### config.mk
export PLATFORM = sky130hd
export DESIGN_NAME = phd_ctrl
export DESIGN_NICKNAME = d
export VERILOG_FILES = /design/src/rtl/phd_pkg.sv /design/src/rtl/phd_ctrl.sv
export SDC_FILE = /design/constraint.sdc
export NUM_CORES = 1
export LEC_CHECK = 0
export ABC_AREA = 1
export CAP_MARGIN = 20
export CORE_AREA = 2 2 39 41
export CTS_BUF_LIST = sky130_fd_sc_hd__clkbuf_2
export DETAILED_ROUTE_END_ITERATION = 12
export DIE_AREA = 0 0 41 43
export DONT_BUFFER_PORTS = 1
export HOLD_SLACK_MARGIN = 0.15
export SLEW_MARGIN = 30
export SYNTH_ARGS = -nofsm -noshare
export SYNTH_HDL_FRONTEND = slang
export SYNTH_SLANG_ARGS = --single-unit
### constraint.sdc
create_clock -name clk -period 2.7 [get_ports clk]
set_input_delay 0.405 -clock clk [delete_from_list [all_inputs] [get_ports clk]]
set_output_delay 0.405 -clock clk [all_outputs]
set_load 0.01 [all_outputs]
### src/rtl/phd_pkg.sv
// ----------------------------------------------------------------------------
// phd_pkg: shared definitions for the pairwise Hamming divergence block
// Field widths, register indexes, result codes, controller states and the
// command/status bundles passed between controller and datapath.
// ----------------------------------------------------------------------------
package phd_pkg;

    // Default store dimensions
    localparam int DEF_MAX_TAXA   = 16;
    localparam int DEF_MAX_LENGTH = 1024;

    // Fixed field widths
    localparam int TAXON_W     = 4;
    localparam int POSITION_W  = 10;
    localparam int SYMBOL_W    = 8;
    localparam int TAXA_CFG_W  = 5;
    localparam int LEN_CFG_W   = 11;
    localparam int CFG_DATA_W  = 11;
    localparam int CFG_INDEX_W = 1;
    localparam int FRAC_W      = 16;
    localparam int DIST_OUT_W  = 11;
    localparam int TOTAL_OUT_W = 17;
    localparam int DIV_OUT_W   = 17;
    localparam int STATUS_W    = 2;

    // Configuration register indexes
    localparam logic [CFG_INDEX_W-1:0] REG_TAXA_COUNT      = 1'd0;
    localparam logic [CFG_INDEX_W-1:0] REG_SEQUENCE_LENGTH = 1'd1;

    // Result status codes
    typedef enum logic [STATUS_W-1:0] {
        STATUS_OK       = 2'd0,
        STATUS_EMPTY    = 2'd1,
        STATUS_FEW_TAXA = 2'd2,
        STATUS_ZERO_LEN = 2'd3
    } result_status_t;

    // Controller states
    typedef enum logic [3:0] {
        S_IDLE,
        S_CHECK,
        S_WALK,
        S_DRAIN,
        S_START_MIN,
        S_WAIT_MIN,
        S_START_AVG,
        S_WAIT_AVG,
        S_OUTPUT
    } phd_state_t;

    // Controller to datapath
    typedef struct packed {
        logic store;        // input transaction accepted
        logic init;         // latch status code, clear accumulators
        logic walk;         // issue one column read for the current pair
        logic div_start;    // launch the shared divider
        logic div_sel_avg;  // 1: average divergence, 0: minimum divergence
        logic cap_min;      // capture quotient as minimum divergence
        logic cap_avg;      // capture quotient as average divergence
        logic load_out;     // move results into the output register
    } phd_cmd_t;

    // Datapath to controller
    typedef struct packed {
        result_status_t code;  // status of the current request
        logic walk_last;       // current read is the final column of the final pair
        logic pipe_busy;       // read data still in flight
        logic div_busy;        // divider iterating
        logic out_free;        // output register can take a result
    } phd_stat_t;

endpackage

### src/rtl/phd_ctrl.sv
// ----------------------------------------------------------------------------
// phd_ctrl: sequencing controller
// Accepts symbols while idle; on the last symbol runs the status check and, on OK,
// the pairwise column walk and both divisions; then the output register hand-off.
// ----------------------------------------------------------------------------
module phd_ctrl (
    input  logic               clk,
    input  logic               rst_n,
    input  logic               in_valid,
    input  logic               last,
    input  phd_pkg::phd_stat_t stat,
    output logic               in_stall,
    output phd_pkg::phd_cmd_t  cmd
);

    phd_pkg::phd_state_t state_reg;
    phd_pkg::phd_state_t state_next;

    // State register
    always_ff @(posedge clk or negedge rst_n)
    begin
        if (!rst_n)
        begin
            state_reg <= phd_pkg::S_IDLE;
        end
        else
        begin
            state_reg <= state_next;
        end
    end

    // Next state
    always_comb
    begin
        state_next = state_reg;
        unique case (state_reg)
            phd_pkg::S_IDLE:
            begin
                if (in_valid && last)
                begin
                    state_next = phd_pkg::S_CHECK;
                end
            end
            phd_pkg::S_CHECK:
            begin
                if (stat.code == phd_pkg::STATUS_OK)
                begin
                    state_next = phd_pkg::S_WALK;
                end
                else
                begin
                    state_next = phd_pkg::S_OUTPUT;
                end
            end
            phd_pkg::S_WALK:
            begin
                if (stat.walk_last)
                begin
                    state_next = phd_pkg::S_DRAIN;
                end
            end
            phd_pkg::S_DRAIN:
            begin
                if (!stat.pipe_busy)
                begin
                    state_next = phd_pkg::S_START_MIN;
                end
            end
            phd_pkg::S_START_MIN:
            begin
                state_next = phd_pkg::S_WAIT_MIN;
            end
            phd_pkg::S_WAIT_MIN:
            begin
                if (!stat.div_busy)
                begin
                    state_next = phd_pkg::S_START_AVG;
                end
            end
            phd_pkg::S_START_AVG:
            begin
                state_next = phd_pkg::S_WAIT_AVG;
            end
            phd_pkg::S_WAIT_AVG:
            begin
                if (!stat.div_busy)
                begin
                    state_next = phd_pkg::S_OUTPUT;
                end
            end
            phd_pkg::S_OUTPUT:
            begin
                if (stat.out_free)
                begin
                    state_next = phd_pkg::S_IDLE;
                end
            end
            default:
            begin
                state_next = phd_pkg::S_IDLE;
            end
        endcase
    end

    // Outputs
    always_comb
    begin
        cmd         = '0;
        in_stall    = (state_reg != phd_pkg::S_IDLE);
        unique case (state_reg)
            phd_pkg::S_IDLE:
            begin
                cmd.store = in_valid;
            end
            phd_pkg::S_CHECK:
            begin
                cmd.init = 1'b1;
            end
            phd_pkg::S_WALK:
            begin
                cmd.walk = 1'b1;
            end
            phd_pkg::S_START_MIN:
            begin
                cmd.div_start = 1'b1;
            end
            phd_pkg::S_WAIT_MIN:
            begin
                cmd.cap_min = !stat.div_busy;
            end
            phd_pkg::S_START_AVG:
            begin
                cmd.div_start   = 1'b1;
                cmd.div_sel_avg = 1'b1;
            end
            phd_pkg::S_WAIT_AVG:
            begin
                cmd.cap_avg = !stat.div_busy;
            end
            phd_pkg::S_OUTPUT:
            begin
                cmd.load_out = stat.out_free;
            end
            default:
            begin
                cmd = '0;
            end
        endcase
    end

endmodule

Word level (Yosys, flattened, before mapping)
Cells that the tools add are included.
- word-level logic and storage cells: 38
- output and inout bits: 9
- register bits after elaboration: 4
- bits of input ports: 10
- muxes and demuxes: 16
- eq/ne operators: 14
- reductions and logical operators: 7
- operator list (cell ; number):
    $pmux 4 s9 ; 1
    $mux 4 ; 7
    $eq 4x3->1 const B ; 4
    $ne 2x2->1 const B ; 6
    $eq 4x2->1 const B ; 2
    $mux 1 ; 8
    $reduce_and 6->1 ; 1
    $eq 4x1->1 const B ; 1
    $eq 4x4->1 const B ; 1
    $logic_not 4->1 ; 1
    $reduce_bool 4->1 ; 1
    $logic_not 2->1 ; 1
    $reduce_or 2->1 ; 1
    $logic_and 1x1->1 ; 1
    $logic_not 1->1 ; 1

Depth between registers and ports, before layout
- depth in word-level cells: 3
- depth in mapped cells: 7
- gate-level depth less buffers: 7

Least setup slack after synthesis
No wires, ideal clock.
- path type: flip-flop to output port
- from: register state_reg[0]
- to: output port cmd[7] (netlist bit)
- data required time: 2.295 ns
- slack: 1.287 ns
- path buffers: 0
- cell stages (with the launch flop): 4
- data arrival time: 1.008 ns
- cells stage by stage: dfrtp_1 > nor2_1 > nand2_1 > nor2_1
- RTL lines (what ; RTL line ; text):
    from (decl) ; phd_ctrl.sv:16 ; phd_pkg::phd_state_t state_reg;
    from (signal assigned) ; phd_ctrl.sv:24 ; state_reg <= phd_pkg::S_IDLE;
    from (signal assigned) ; phd_ctrl.sv:28 ; state_reg <= state_next;
    to (decl) ; phd_ctrl.sv:13 ; output phd_pkg::phd_cmd_t cmd

==> run metrics <==
status finished clean; worst-margin pin slew 361 ps; DRT Pass-1 Iters 3; layout net count 77; crit-path max cell delay 450 ps; most repeated library cell on the critical path nor2_1; ranking of synthesized cells by area dfrtp_1 (27%), nand2_1 (20%), nand3_2 (11%); Yosys cell types 15; cts bufs inserted 3; R2R setup slack 1460 ps; CP max FO 7; Post-CTS Setup Repair Bufs 0; largest family of logic cells by synthesized area simple AND/OR/NAND/NOR gates; Critical Path End Type primary output; antenna violations before repair 0; sequential area share after synthesis 26.8%; Die X 41 um; layout cells sized above 1 20.0%; critical path class register to primary output; MaxCap Viol Count 0; Slew HR 75.7%; row cnt 14; Final Non-Filler Cells 81; clk_skew 4.48 ps; fin crit share 63.8%; EDFF count, synth 0; Min-Delay Path Class primary input to register; Ys Warns 0; Routed wire per std cell 9.78 um; CTS max path bufs 2; RSZ-0062 raised after global routing false; Mean Syn Cell Area 6.13 um2; CTS tree done; synthesized instance count 61; routability cong. 0.751; startpoint types register; initial drt markers 12; initial core utilization 27.0%; Synth Area in Simple Gates 57.9%; clk sinks 4; grt ovf 0; clock slew at reported path FFs 40 ps; net count after synthesis 71; depth of the CTS H-tree 1; total number of vias 359; Placed Cells 77; mux cell area share after synthesis 0%; commonest cells in the synthesized netlist nand2_1 (20), inv_1 (10), nor2_1 (9); Adder-Cell Fraction of Synth Area 0%; area grow syn2layout 12.0%; Slew Limit Fails 0; most common cell in the netlist nand2_1; first-pass GRT wire length 1.32 mm; final core occ 30.3%; fmax 581 MHz; Top Family by Delay on Critical Path simple AND/OR/NAND/NOR gates; core box area 0.00138 mm2; Worst EP arrival 1320 ps; leading area contributor after synthesis dfrtp_1; Final Hold Viols 0; DRT antenna net count 0; setup TNS 0 ps; CP max-delay cell dfrtp_1; top cell type's share of synthesized area 26.8%; CP cell instances nor2_1 -> nand2_1 -> nor2_1; vias per cell 4.43; Post-Synth XOR/XNOR Area 0%; PwrDens 1110 mW/mm2; Leakage 0.248 nW; Final Critical Period 1720 ps; vias in the first global route 329; Port-buffer cells 0; drc violations 0; dominant synthesized flop cell dfrtp_1; Critical Path RT 2300 ps; worst-skew pair later-pin latency 210 ps; Max VDD drop 0.246 mV; # IOs 19; post-synthesis register bit count 4; post-DP HPWL 647 um; Die Area 0.00176 mm2; cts repair resizes 0; height of the die 43 um; Post-Syn Area 374 um2; clock root cell clkbuf_2; total track usage 11.8%; number of flip-flops in the largest register 4; Compound-Gate Fraction of Synth Area 3.34%; Post-Route WL 792 um; Final setup viols 0; Buf+Inv Stages, Crit Path 0; ys async rst share 100%; largest net degree at the start of global routing 9; Antenna Cells 0
==> layout by cell type (no fill, tap or decap), types with 2 or more instances in the layout <==
cell       n
nand2_1   20
inv_1     10
nor2_1     9
nand3_2    4
dfrtp_1    4
nand3_1    3
clkbuf_2   3
nor2_2     2
nor2_4     2
==> final cells by class <==
cell class	count	area [um2]
Tap cell	16	20.0
Fill cell	159	965
Timing Repair Buffer	1	10.0
Multi-Input combinational cell	45	229
Sequential cell	4	100
Inverter	12	45.0
Clock buffer	3	15.0
==> path summary, 6_finish.rpt <==
check,start,cells past startpoint,to
setup / recovery,state_reg[0],3,cmd[7]
hold / removal,stat[1],2,state_reg[2]
setup reg to reg,state_reg[0],6,state_reg[2]
hold reg to reg,state_reg[3],3,state_reg[0]
max in group asynchronous,rst_n,1,state_reg[3]
min in group asynchronous,rst_n,1,state_reg[0]
==> layer usage <==
metal	global-route usage, %	share of wire (%)
met5	0	0
met4	10.0	1.9
met3	4.71	5.6
met2	15.3	49
met1	14.4	44
==> worst reg2reg max path, delay by kind of cell (launching register included) <==
family	cells	cell delay (ps)
and+or+nand+nor	6	680
DFF	1	450
==> report_power, final <==
group	switching, mW	internal (mW)
logic	0.196	0.0881
registers	0.0426	0.0866
clock network	0.0237	0.0299
total	0.263	0.205
==> logic make-up after synthesis <==
family / count (synthesis)
buf+inv: 12
compound gates: 2
simple gates: 43
flops: 4
==> metrics by stage <==
stage	worst slack, ps	hold slack (ps)	cell area (um2)	power, mW
3_3_place_gp	1230	109	394	0.414
2_1_floorplan	1290	109	374	0.366
3_5_place_dp	1190	109	394	0.417
6_report	979	363	419	0.467
5_1_grt	846	350	419	0.527
4_1_cts	965	357	419	0.474
==> what timing repair did <==
action / in CTS / in global routing
endpoints found under the setup margin: 0 / 0
hold buffers: 1 / 0
endpoints found under the hold margin: 4 / 0
Note: power is estimated with default switching activity, not from simulation.
